<file path="config.mk">
export PLATFORM = sky130hd
export DESIGN_NAME = embedded_controller_host_interface_core
export DESIGN_NICKNAME = d
export VERILOG_FILES = /design/src/rtl/core/echi_pkg.sv /design/src/rtl/core/echi_ram.sv /design/src/rtl/core/echi_ctrl.sv /design/src/rtl/core/embedded_controller_host_interface_core.sv
export SDC_FILE = /design/constraint.sdc
export NUM_CORES = 2
export LEC_CHECK = 0
export BUFFER_PORTS_ARGS = -buffer_cell sky130_fd_sc_hd__buf_2
export CAP_MARGIN = 20
export CELL_PAD_IN_SITES_DETAIL_PLACEMENT = 1
export CELL_PAD_IN_SITES_GLOBAL_PLACEMENT = 1
export CORE_MARGIN = 2
export CORE_UTILIZATION = 25
export DETAILED_ROUTE_END_ITERATION = 8
export PLACE_DENSITY = 0.41
export REMOVE_ABC_BUFFERS = 1
export SYNTH_ARGS = -nofsm -noshare
export SYNTH_HDL_FRONTEND = slang
export SYNTH_SLANG_ARGS = --single-unit
</file>
<file path="constraint.sdc">
create_clock -name clk -period 7.05 [get_ports clk]
set_input_delay 0.3525 -clock clk [delete_from_list [all_inputs] [get_ports clk]]
set_output_delay 0.3525 -clock clk [all_outputs]
set_load 0.02 [all_outputs]
</file>
<file path="src/rtl/core/echi_pkg.sv">
// ----------------------------------------------------------------------------
// Embedded-controller host interface package
// Shared types, command codes, status bits and sizing constants.
// ----------------------------------------------------------------------------
package echi_pkg;

    // Sizing of the controller space and the pending event queue.
    localparam int SPACE_BYTES = 256;
    localparam int EVENT_DEPTH = 8;
    localparam int SPACE_AW    = (SPACE_BYTES > 1) ? $clog2(SPACE_BYTES) : 1;
    localparam int EQ_AW       = (EVENT_DEPTH > 1) ? $clog2(EVENT_DEPTH) : 1;
    localparam int EQ_CW       = $clog2(EVENT_DEPTH + 1);

    // Request operation codes.
    localparam logic [2:0] OP_HOST_CMD  = 3'd0;
    localparam logic [2:0] OP_HOST_DATA = 3'd1;
    localparam logic [2:0] OP_STATUS    = 3'd2;
    localparam logic [2:0] OP_DATA_READ = 3'd3;
    localparam logic [2:0] OP_POST      = 3'd4;
    localparam logic [2:0] OP_FW_WRITE  = 3'd5;

    // Host commands and the burst acknowledge byte.
    localparam logic [7:0] CMD_READ    = 8'h80;
    localparam logic [7:0] CMD_WRITE   = 8'h81;
    localparam logic [7:0] CMD_BE      = 8'h82;
    localparam logic [7:0] CMD_BD      = 8'h83;
    localparam logic [7:0] CMD_QUERY   = 8'h84;
    localparam logic [7:0] BURST_REPLY = 8'h90;

    // Status register bits.
    localparam logic [7:0] ST_OBF   = 8'h01;
    localparam logic [7:0] ST_IBF   = 8'h02;
    localparam logic [7:0] ST_CMD   = 8'h08;
    localparam logic [7:0] ST_BURST = 8'h10;
    localparam logic [7:0] ST_SCI   = 8'h20;

    // Fault codes.
    localparam logic [1:0] FLT_NONE    = 2'd0;
    localparam logic [1:0] FLT_UNKNOWN = 2'd1;
    localparam logic [1:0] FLT_STRAY   = 2'd2;
    localparam logic [1:0] FLT_QFULL   = 2'd3;

    // Host transaction phases.
    localparam logic [1:0] PH_IDLE   = 2'd0;
    localparam logic [1:0] PH_RD_OFF = 2'd1;
    localparam logic [1:0] PH_WR_OFF = 2'd2;
    localparam logic [1:0] PH_WR_VAL = 2'd3;

    typedef struct packed {
        logic [2:0] op;
        logic [7:0] port_byte;
        logic [7:0] local_addr;
    } req_t;

    typedef struct packed {
        logic [7:0] read_value;
        logic [1:0] fault;
    } rsp_t;

    typedef struct packed {
        logic                we;
        logic [SPACE_AW-1:0] addr;
        logic [7:0]          data;
    } space_wr_t;

    typedef struct packed {
        logic             we;
        logic [EQ_AW-1:0] addr;
        logic [7:0]       data;
    } queue_wr_t;

    function automatic logic space_in_range(input logic [7:0] addr);
        return {1'b0, addr} < 9'(SPACE_BYTES);
    endfunction

endpackage

</file>
<file path="src/rtl/core/echi_ram.sv">
// ----------------------------------------------------------------------------
// Generic synchronous RAM
// One write port and one read port, read data registered.
// ----------------------------------------------------------------------------
module echi_ram #(
    parameter int WIDTH = 8,
    parameter int DEPTH = 256
) (
    input  logic                                       clk,
    input  logic                                       we,
    input  logic [((DEPTH > 1) ? $clog2(DEPTH) : 1)-1:0] waddr,
    input  logic [WIDTH-1:0]                           wdata,
    input  logic [((DEPTH > 1) ? $clog2(DEPTH) : 1)-1:0] raddr,
    output logic [WIDTH-1:0]                           rdata
);

    logic [WIDTH-1:0] mem [DEPTH];

    always_ff @(posedge clk)
    begin
        if (we)
        begin
            mem[waddr] <= wdata;
        end
        rdata <= mem[raddr];
    end

endmodule

</file>
<file path="src/rtl/core/echi_ctrl.sv">
// ----------------------------------------------------------------------------
// Embedded-controller host interface control
// Decodes requests, keeps the port state and drives both memories.
// ----------------------------------------------------------------------------
module echi_ctrl (
    input  logic                          clk,
    input  logic                          rst_n,
    input  logic                          start,
    output logic                          busy,
    input  echi_pkg::req_t                req,
    output logic                          done,
    output echi_pkg::rsp_t                rsp,
    output logic [echi_pkg::SPACE_AW-1:0] space_raddr,
    input  logic [7:0]                    space_rdata,
    output echi_pkg::space_wr_t           space_wr,
    output logic [echi_pkg::EQ_AW-1:0]    queue_raddr,
    input  logic [7:0]                    queue_rdata,
    output echi_pkg::queue_wr_t           queue_wr
);

    localparam logic S_IDLE = 1'b0;
    localparam logic S_EXEC = 1'b1;

    logic                           state_reg, state_next;
    echi_pkg::req_t                 req_reg;
    logic                           hit_valid_reg;
    logic [1:0]                     phase_reg, phase_next;
    logic [7:0]                     offset_reg, offset_next;
    logic [7:0]                     out_byte_reg, out_byte_next;
    logic                           out_full_reg, out_full_next;
    logic                           last_cmd_reg, last_cmd_next;
    logic                           burst_reg, burst_next;
    logic [echi_pkg::EQ_AW-1:0]     head_reg, head_next;
    logic [echi_pkg::EQ_AW-1:0]     tail_reg, tail_next;
    logic [echi_pkg::EQ_CW-1:0]     count_reg, count_next;
    logic [echi_pkg::SPACE_BYTES-1:0] space_valid_reg;
    echi_pkg::rsp_t                 rsp_reg, rsp_next;
    logic                           done_reg;
    logic                           accept;
    logic [7:0]                     space_value;
    logic [echi_pkg::EQ_AW-1:0]     head_inc, tail_inc;

    assign accept      = start && (state_reg == S_IDLE);
    assign busy        = (state_reg == S_EXEC);
    assign done        = done_reg;
    assign rsp         = rsp_reg;
    assign space_raddr = req.port_byte[echi_pkg::SPACE_AW-1:0];
    assign queue_raddr = head_reg;

    // Entries never written since reset read as zero.
    assign space_value = (echi_pkg::space_in_range(req_reg.port_byte) && hit_valid_reg)
                         ? space_rdata : 8'h00;

    assign head_inc = (head_reg == echi_pkg::EQ_AW'(echi_pkg::EVENT_DEPTH - 1))
                      ? '0 : head_reg + 1'b1;
    assign tail_inc = (tail_reg == echi_pkg::EQ_AW'(echi_pkg::EVENT_DEPTH - 1))
                      ? '0 : tail_reg + 1'b1;

    always_comb
    begin
        state_next    = accept ? S_EXEC : S_IDLE;
        phase_next    = phase_reg;
        offset_next   = offset_reg;
        out_byte_next = out_byte_reg;
        out_full_next = out_full_reg;
        last_cmd_next = last_cmd_reg;
        burst_next    = burst_reg;
        head_next     = head_reg;
        tail_next     = tail_reg;
        count_next    = count_reg;
        rsp_next      = '{read_value: 8'h00, fault: echi_pkg::FLT_NONE};
        space_wr      = '{we: 1'b0, addr: req_reg.local_addr[echi_pkg::SPACE_AW-1:0],
                          data: req_reg.port_byte};
        queue_wr      = '{we: 1'b0, addr: tail_reg, data: req_reg.port_byte};

        if (state_reg == S_EXEC)
        begin
            case (req_reg.op)
                echi_pkg::OP_HOST_CMD:
                begin
                    last_cmd_next = 1'b1;
                    phase_next    = echi_pkg::PH_IDLE;
                    case (req_reg.port_byte)
                        echi_pkg::CMD_READ:  phase_next = echi_pkg::PH_RD_OFF;
                        echi_pkg::CMD_WRITE: phase_next = echi_pkg::PH_WR_OFF;
                        echi_pkg::CMD_BE:
                        begin
                            burst_next    = 1'b1;
                            out_byte_next = echi_pkg::BURST_REPLY;
                            out_full_next = 1'b1;
                        end
                        echi_pkg::CMD_BD:    burst_next = 1'b0;
                        echi_pkg::CMD_QUERY:
                        begin
                            out_full_next = 1'b1;
                            if (count_reg != '0)
                            begin
                                out_byte_next = queue_rdata;
                                head_next     = head_inc;
                                count_next    = count_reg - 1'b1;
                            end
                            else
                            begin
                                out_byte_next = 8'h00;
                            end
                        end
                        default: rsp_next.fault = echi_pkg::FLT_UNKNOWN;
                    endcase
                end
                echi_pkg::OP_HOST_DATA:
                begin
                    last_cmd_next = 1'b0;
                    case (phase_reg)
                        echi_pkg::PH_RD_OFF:
                        begin
                            offset_next   = req_reg.port_byte;
                            out_byte_next = space_value;
                            out_full_next = 1'b1;
                            phase_next    = echi_pkg::PH_IDLE;
                        end
                        echi_pkg::PH_WR_OFF:
                        begin
                            offset_next = req_reg.port_byte;
                            phase_next  = echi_pkg::PH_WR_VAL;
                        end
                        echi_pkg::PH_WR_VAL:
                        begin
                            space_wr.we   = echi_pkg::space_in_range(offset_reg);
                            space_wr.addr = offset_reg[echi_pkg::SPACE_AW-1:0];
                            phase_next    = echi_pkg::PH_IDLE;
                        end
                        default:
                        begin
                            phase_next     = echi_pkg::PH_IDLE;
                            rsp_next.fault = echi_pkg::FLT_STRAY;
                        end
                    endcase
                end
                echi_pkg::OP_STATUS:
                begin
                    rsp_next.read_value = (out_full_reg ? echi_pkg::ST_OBF : 8'h00)
                                        | (last_cmd_reg ? echi_pkg::ST_CMD : 8'h00)
                                        | (burst_reg ? echi_pkg::ST_BURST : 8'h00)
                                        | ((count_reg != '0) ? echi_pkg::ST_SCI : 8'h00);
                end
                echi_pkg::OP_DATA_READ:
                begin
                    rsp_next.read_value = out_byte_reg;
                    out_full_next       = 1'b0;
                end
                echi_pkg::OP_POST:
                begin
                    if (count_reg == echi_pkg::EQ_CW'(echi_pkg::EVENT_DEPTH))
                    begin
                        rsp_next.fault = echi_pkg::FLT_QFULL;
                    end
                    else
                    begin
                        queue_wr.we = 1'b1;
                        tail_next   = tail_inc;
                        count_next  = count_reg + 1'b1;
                    end
                end
                echi_pkg::OP_FW_WRITE:
                begin
                    space_wr.we = echi_pkg::space_in_range(req_reg.local_addr);
                end
                default:
                begin
                    rsp_next.read_value = 8'h00;
                end
            endcase
        end
    end

    always_ff @(posedge clk or negedge rst_n)
    begin
        if (!rst_n)
        begin
            state_reg       <= S_IDLE;
            phase_reg       <= echi_pkg::PH_IDLE;
            offset_reg      <= 8'h00;
            out_byte_reg    <= 8'h00;
            out_full_reg    <= 1'b0;
            last_cmd_reg    <= 1'b0;
            burst_reg       <= 1'b0;
            head_reg        <= '0;
            tail_reg        <= '0;
            count_reg       <= '0;
            space_valid_reg <= '0;
            done_reg        <= 1'b0;
        end
        else
        begin
            state_reg    <= state_next;
            phase_reg    <= phase_next;
            offset_reg   <= offset_next;
            out_byte_reg <= out_byte_next;
            out_full_reg <= out_full_next;
            last_cmd_reg <= last_cmd_next;
            burst_reg    <= burst_next;
            head_reg     <= head_next;
            tail_reg     <= tail_next;
            count_reg    <= count_next;
            done_reg     <= (state_reg == S_EXEC);
            if (space_wr.we)
            begin
                space_valid_reg[space_wr.addr] <= 1'b1;
            end
        end
    end

    // Request and result payload registers.
    always_ff @(posedge clk)
    begin
        if (accept)
        begin
            req_reg       <= req;
            hit_valid_reg <= space_valid_reg[req.port_byte[echi_pkg::SPACE_AW-1:0]];
        end
        if (state_reg == S_EXEC)
        begin
            rsp_reg <= rsp_next;
        end
    end

endmodule

</file>
<file path="src/rtl/core/embedded_controller_host_interface_core.sv">
// ----------------------------------------------------------------------------
// Embedded-controller host interface core
// Controller side of the host command/status and data ports, with a
// byte-addressed controller space and a queue of pending event codes.
//
// A request (req: op, port_byte, local_addr) is taken at a rising edge where
// start is high and busy is low. busy stays high for the one cycle in which
// the request executes. The controller space and the event queue each sit in
// a synchronous RAM; the reads are issued as the request is taken, and the
// execute cycle uses the read data and writes back.
// Every request produces exactly one result on rsp (read_value, fault),
// marked by a one-cycle done strobe registered from the execute state.
// A new request is not taken while the previous one executes (busy high).
// The receiver cannot stall: rsp is valid only while done is high.
// Reset clears all port state; controller space entries read as zero until
// they are written, tracked by a valid bit per entry, so no clearing pass is
// needed and requests are taken right after reset.
// ----------------------------------------------------------------------------
module embedded_controller_host_interface_core (
    input  logic           clk,
    input  logic           rst_n,
    input  logic           start,
    output logic           busy,
    input  echi_pkg::req_t req,
    output logic           done,
    output echi_pkg::rsp_t rsp
);

    logic [echi_pkg::SPACE_AW-1:0] space_raddr;
    logic [7:0]                    space_rdata;
    echi_pkg::space_wr_t           space_wr;
    logic [echi_pkg::EQ_AW-1:0]    queue_raddr;
    logic [7:0]                    queue_rdata;
    echi_pkg::queue_wr_t           queue_wr;

    echi_ctrl u_ctrl (
        .clk         (clk),
        .rst_n       (rst_n),
        .start       (start),
        .busy        (busy),
        .req         (req),
        .done        (done),
        .rsp         (rsp),
        .space_raddr (space_raddr),
        .space_rdata (space_rdata),
        .space_wr    (space_wr),
        .queue_raddr (queue_raddr),
        .queue_rdata (queue_rdata),
        .queue_wr    (queue_wr)
    );

    echi_ram #(
        .WIDTH (8),
        .DEPTH (echi_pkg::SPACE_BYTES)
    ) u_space_ram (
        .clk   (clk),
        .we    (space_wr.we),
        .waddr (space_wr.addr),
        .wdata (space_wr.data),
        .raddr (space_raddr),
        .rdata (space_rdata)
    );

    echi_ram #(
        .WIDTH (8),
        .DEPTH (echi_pkg::EVENT_DEPTH)
    ) u_queue_ram (
        .clk   (clk),
        .we    (queue_wr.we),
        .waddr (queue_wr.addr),
        .wdata (queue_wr.data),
        .raddr (queue_raddr),
        .rdata (queue_rdata)
    );

endmodule

</file>
Yosys cells after proc, flatten, opt, wreduce, memory -nomap -nowiden
Memory sizes are Yosys's and may differ from the RTL's. A register that Yosys moved wholly into a read port is not among the register bits.
Index checks and enable logic that the tools add are counted.
{ "op_classes": {"addsub": 4, "n_lt_le_gt_ge": 3, "eq_ne": 22, "n_mux": 44, "n_bitwise": 6, "reduce_logical": 20} }
{ "ops": {"columns": ["cell", "count"], "rows": [
  ["OR 256 bit", 1],
  ["case mux 8 bit (2 select lines)", 3],
  ["equality test 8 bit, second input constant", 5],
  ["2-to-1 mux 8 bit", 4],
  ["OR 8 bit", 3],
  ["less-than comparator 8 x 9 -> 1 bit, second input constant", 2],
  ["2-to-1 mux 9 bit", 2],
  ["2-to-1 mux 4 bit", 4],
  ["2-to-1 mux 1 bit", 14],
  ["equality test 3 bit, second input constant", 4],
  ["AND reduction 4 bit", 3],
  ["AND reduction 3 bit", 3],
  ["binary-select mux 1 bit (select 8 bit)", 1],
  ["demux 1 bit (select 8 bit)", 1],
  [">= comparator 8 x 1 -> 1 bit, second input constant", 1],
  ["!= test 2 bit, second input constant", 4],
  ["case mux 2 bit (2 select lines)", 2],
  ["case mux 4 bit (2 select lines)", 1],
  ["adder 3 x 1 -> 3 bit, second input constant", 2],
  ["equality test 3 x 2 -> 1 bit, second input constant", 2],
  ["2-to-1 mux 2 bit", 3],
  ["2-to-1 mux 3 bit", 2],
  ["2-to-1 mux 6 bit", 1],
  ["case mux 1 bit (2 select lines)", 3],
  ["22 further kinds", 28]
]} }
{ "word_totals": {"register_bits": 319, "ramBits": 2112, "in_bits": 22, "output_inout_bits": 12, "wordCells": 119, "memories": 2} }
{ "mem_list": {"columns": ["name", "depth", "word_bits", "rd", "rd_ports_with_merged_regs", "wr", "line", "text"], "rows": [
  ["u_space_ram.mem", 256, 8, 1, 1, 1, "echi_ram.sv:17", "logic [WIDTH-1:0] mem [DEPTH];"],
  ["u_queue_ram.mem", 8, 8, 1, 1, 1, "echi_ram.sv:17", null]
]} }

Longest topological paths before layout
{ "logic_depth": {"ltp_word": 9, "depth_mapped": 12, "depth_no_buf": 8} }

Cells and area by module
Synthesis repeated with hierarchy kept, for this count alone.
{ "hier_totals": {"hier_cells": 4927, "area_unflattened_um2": 96291.1} }
{ "by_module_without_submodules": {"columns": ["mod", "instances", "cells_each", "area_each_um2", "seq_area_each_um2"], "rows": [
  ["echi_ram at u_space_ram", 1, 3733, 79556.3, 61659.1],
  ["echi_ctrl", 1, 1080, 14043.5, 8132.8],
  ["echi_ram at u_queue_ram", 1, 114, 2691.3, 2082.0]
]} }

Worst setup path before layout
OpenSTA, ideal clock, no wires.
{ "synth_timing": {"kind": "reg2reg", "start": "register u_ctrl.req_reg (netlist bit u_ctrl.queue_wr[2])", "end": "register u_ctrl.head_reg (netlist bit u_ctrl.queue_raddr[1])", "setup_ns": 0.125, "arrival_ns": 4.872, "required_time_ns": 6.925, "slack_ns": 2.054, "stages_incl_launch_ff": 5, "n_path_buf": 0, "synth_period_minus_slack_ns": 4.996, "path_cell_list": "edfxtp_1 -> nand4_1 -> nand2b_1 -> or3_1 -> mux2_2"} }
{ "synth_between": {"elab_chain_cells": 2} }
{ "synth_lines": {"columns": ["element", "line", "text"], "rows": [
  ["start: declaration", "echi_ctrl.sv:25", "echi_pkg::req_t req_reg;"],
  ["start signal: assignment", "echi_ctrl.sv:218", "req_reg <= req;"],
  ["equality test 8 bit", "echi_ctrl.sv:83", "case (req_reg.port_byte)"],
  ["AND reduction 4 bit (no source line)", null, null],
  ["end signal: assignment", "echi_ctrl.sv:202", "head_reg <= head_next;"],
  ["end: declaration", "echi_ctrl.sv:33", "logic [echi_pkg::EQ_AW-1:0] head_reg, head_next;"]
]} }
Every way passes these cells.
A chain may end at the register's enable or synchronous reset.

Worst setup path in the final report
{ "layout_timing": {"start": "register u_ctrl.req_reg[16] in the netlist's numbering", "end": "memory u_space_ram.mem[74][5] (enable)"} }
{ "layout_between": {"elab_chain_cells": 5, "elab_cells_between_ends": 7, "cone_classes": "eq/ne: 2; mux: 5"} }
{ "layout_lines": {"columns": ["element", "line", "text"], "rows": [
  ["equality test 3 bit or equality test 3 x 1 -> 1 bit (tied branches)", "echi_ctrl.sv:78", "case (req_reg.op)"],
  ["case mux 1 bit (2 select lines)", "echi_ctrl.sv:78", null],
  ["2-to-1 mux 9 bit *", "echi_ctrl.sv:76", "if (state_reg == S_EXEC)"],
  ["2-to-1 mux 1 bit", "echi_ram.sv:21", "if (we)"],
  ["2-to-1 mux 1 bit (implied by the code)", "echi_ram.sv:23", "mem[waddr] <= wdata;"],
  ["end: declaration", "echi_ram.sv:17", null]
]} }
Mark *: on every way between the ends. The rest lies on a longest branch, timed or not.

==> flow_metrics.py <==
metrics = {
    "status": {
        "status": "completed",
    },
    "yosys": {
        "synth_cell_type_count": 72,
        "avgSynthCellArea_um2": 20.0,
        "netlist_area_um2": 95100,
        "ys_seq_elements": 2447,
        "async_flop_share": 0.118,
        "yosysSeqAreaShare": 0.756,
        "synth_top_flop_cell": "edfxtp_1",
        "synth_edf_count": 2142,
        "synthCells": 4757,
        "ys_warn_count": 0,
    },
    "floorplanning": {
        "rows": 226,
        "die_w_um": 621,
        "die_h_um": 621,
        "io_pins": 34,
        "coreArea_um2": 379000,
        "die_area_um2": 385000,
        "start_util": 0.251,
    },
    "route": {
        "first_pass_iters": 6,
        "routed_wl_um": 292000,
        "ant_nets": 0,
        "avgRoutedWirePerCell_um": 28.6,
        "via_per_inst": 4.60,
        "drc": 0,
        "drt_iter0_markers": 3291,
        "vias": 47100,
    },
    "worst_setup_path": {
        "timing.critical_path.buf_inv": 1,
        "cp.arrival_ps": 5350,
        "cpPeakStageDelay_ps": 810,
        "setup.worst_path.class": "reg2reg",
        "start_kind": "flop",
        "cp_data_required_time_ps": 7550,
        "cp-end-kind": "flop",
        "worst-path-max-fanout": 26,
        "path_cells": "nor3b_4 > nand3_2 > o21ai_1 > nand2_2 > buf_4 > nor2_1",
        "path_delay_family": "simple AND/OR/NAND/NOR gates",
        "slowest_stage": "nor2_1",
    },
    "grt": {
        "grt_pass1_vias": 50200,
        "grt_max_degree": 159,
        "antenna_found_initial": 16,
        "grt_pass1_wl_um": 413000,
        "grt.overflow.total": 0,
        "track_usage": 0.151,
    },
    "placed_design": {
        "hpwlAfterDp_um": 172000,
        "io_buffers": 33,
        "gp_congestion": 0.737,
    },
    "finish": {
        "layout.nets": 5005,
        "largest_reg_flops": 2048,
        "nFillCells": 38200,
        "mostFrequentLayoutCells": "edfxtp_1 (2,142), mux4_2 (500), nor2_1 (317)",
        "layout_commonest_cell": "edfxtp_1",
        "area_growth_pct": 16.6,
        "drive_above_1_share": 0.244,
    },
    "timing": {
        "timing.final.crit_period_ps": 4850,
        "setup_viol": 0,
        "post-route-period-util": 0.688,
        "relSlewSlack": 0.252,
        "setup_tns_ps": 0,
        "hold_ws_ps": 134,
        "finalMaxSlewViolations": 0,
        "max_freq_mhz": 206,
        "grt_setup_unrepaired": "no",
        "fin_worst_skew_ps": 34.8,
        "hold_viol": 0,
        "worst_slew_pin_slew_ps": 1120,
    },
    "power_and_ir_drop": {
        "p_sw_mw": 7.20,
        "switching_share": 0.222,
        "seqPwrFrac": 0.490,
        "combPwrFrac": 0.047,
        "p_per_area_nw_per_um2": 293,
        "p_int_mw": 25.2,
        "p_leak_nw": 36.6,
        "pwr-share-clk": 0.463,
        "peakVddDrop_mv": 0.163,
    },
    "worst_hold_path": {
        "hold_class": "in2reg",
    },
    "clock_tree": {
        "clockRootBuffer": "clkbuf_16",
        "ctsResizeCount": 0,
        "cts_tree": "done",
        "clk_pin_slew_ps": 60,
        "clk_latency_ps": 880,
        "h-tree-depth": 5,
        "cts_buffer_depth": 4,
        "cts_sinks": 2447,
        "numCtsBuffers": 291,
    },
    "run": {
        "cap_violations": 0,
    },
}
kinds of logic after synthesis:
kind of cell	after synthesis	synth area share
flops	2447	0.756
simple gates	851	0.0445
mux	685	0.142
compound gates	494	0.0369
buf+inv	264	0.0189
fa+ha+maj	11	0.00153
xor+xnor	5	0.000461
through the flow:
step	instances	power (mW)	setup slack [ps]	cell area (um^2)	utilization
after floorplan	4500	16.9	1860	93300	-
after global placement	9671	17.7	2020	101000	0.267
after detailed placement	9674	17.8	1840	101000	0.267
after CTS	10200	32.9	1800	111000	0.292
after global routing	10200	33.5	1880	111000	0.293
final	10200	32.4	2200	111000	0.293
cell usage after synthesis (17+ instances only):
| master | instances | area, um^2 |
|---|---|---|
| a22o_1 | 27 | 236 |
| edfxtp_1 | 2142 | 64300 |
| mux2i_1 | 137 | 1370 |
| or2_2 | 120 | 751 |
| or2_1 | 140 | 876 |
| mux2_2 | 29 | 327 |
| buf_2 | 97 | 485 |
| mux4_2 | 500 | 11300 |
| buf_4 | 43 | 323 |
| o221ai_1 | 36 | 315 |
| mux4_1 | 19 | 499 |
| o21ai_0 | 26 | 130 |
| dfrtp_1 | 289 | 7230 |
| clkbuf_1 | 52 | 195 |
| o22ai_1 | 30 | 188 |
| nand3_1 | 24 | 120 |
| nand2_1 | 107 | 402 |
| buf_6 | 26 | 293 |
| a21oi_1 | 100 | 500 |
| nor4_1 | 32 | 200 |
| nand2b_1 | 17 | 106 |
| a22oi_1 | 194 | 1460 |
| nor2_1 | 321 | 1200 |
| nor3_1 | 36 | 180 |
timing repair:
item                                   CTS  global route
setup buffers                            0             0
endpoints found under the hold margin  153             0
setup endpoints to repair                0             0
hold buffers                            17             0
power groups by stage:
stage	logic, mW	registers [mW]	clock network [mW]
2_1_floorplan	0.572	16.3	0
3_3_place_gp	1.54	16.2	0
3_5_place_dp	1.55	16.2	0
4_1_cts	1.57	15.9	15.5
5_1_grt	1.63	15.9	16.0
6_report	1.51	15.9	15.0
final cells by class:
| cell class | instances | area (um^2) | share of cell area |
|---|---|---|---|
| Inverter | 7 | 26.3 | 0.000237 |
| Sequential cell | 2447 | 71900 | 0.649 |
| Multi-Input combinational cell | 2046 | 21500 | 0.194 |
| Clock inverter | 130 | 1240 | 0.0112 |
| Clock buffer | 406 | 8230 | 0.0742 |
| Tap cell | 5016 | 6280 | 0.0566 |
| Antenna cell | 5 | 12.5 | 0.000113 |
| Timing Repair Buffer | 179 | 1610 | 0.0145 |
metal layers:
layer / wire length [um] / global-route usage / share of wire
met1: 136000 / 0.217 / 0.47
met3: 12900 / 0.0216 / 0.044
met5: 0 / 0 / 0
met4: 4990 / 0.0284 / 0.017
met2: 138000 / 0.244 / 0.47
worst paths after layout:
check                                                           to                                    start  slack, ps  cells after the start
setup / recovery                  u_space_ram.mem[74][5]$_DFFE_PP_             u_ctrl.req_reg[16]$_DFFE_PP_       2200                      6
hold / removal                        u_ctrl.queue_wr[2]$_DFFE_PP_                                  req[10]        130                      1
setup reg to reg                  u_space_ram.mem[74][5]$_DFFE_PP_             u_ctrl.req_reg[16]$_DFFE_PP_       2200                      6
hold reg to reg            u_ctrl.space_valid_reg[201]$_DFFE_PN0P_  u_ctrl.space_valid_reg[201]$_DFFE_PN0P_        450                      1
max in group asynchronous  u_ctrl.space_valid_reg[129]$_DFFE_PN0P_                                    rst_n       5900                      3
min in group asynchronous   u_ctrl.space_valid_reg[42]$_DFFE_PN0P_                                    rst_n        200                      3
No activity file was read; power rests on OpenSTA's default activity.
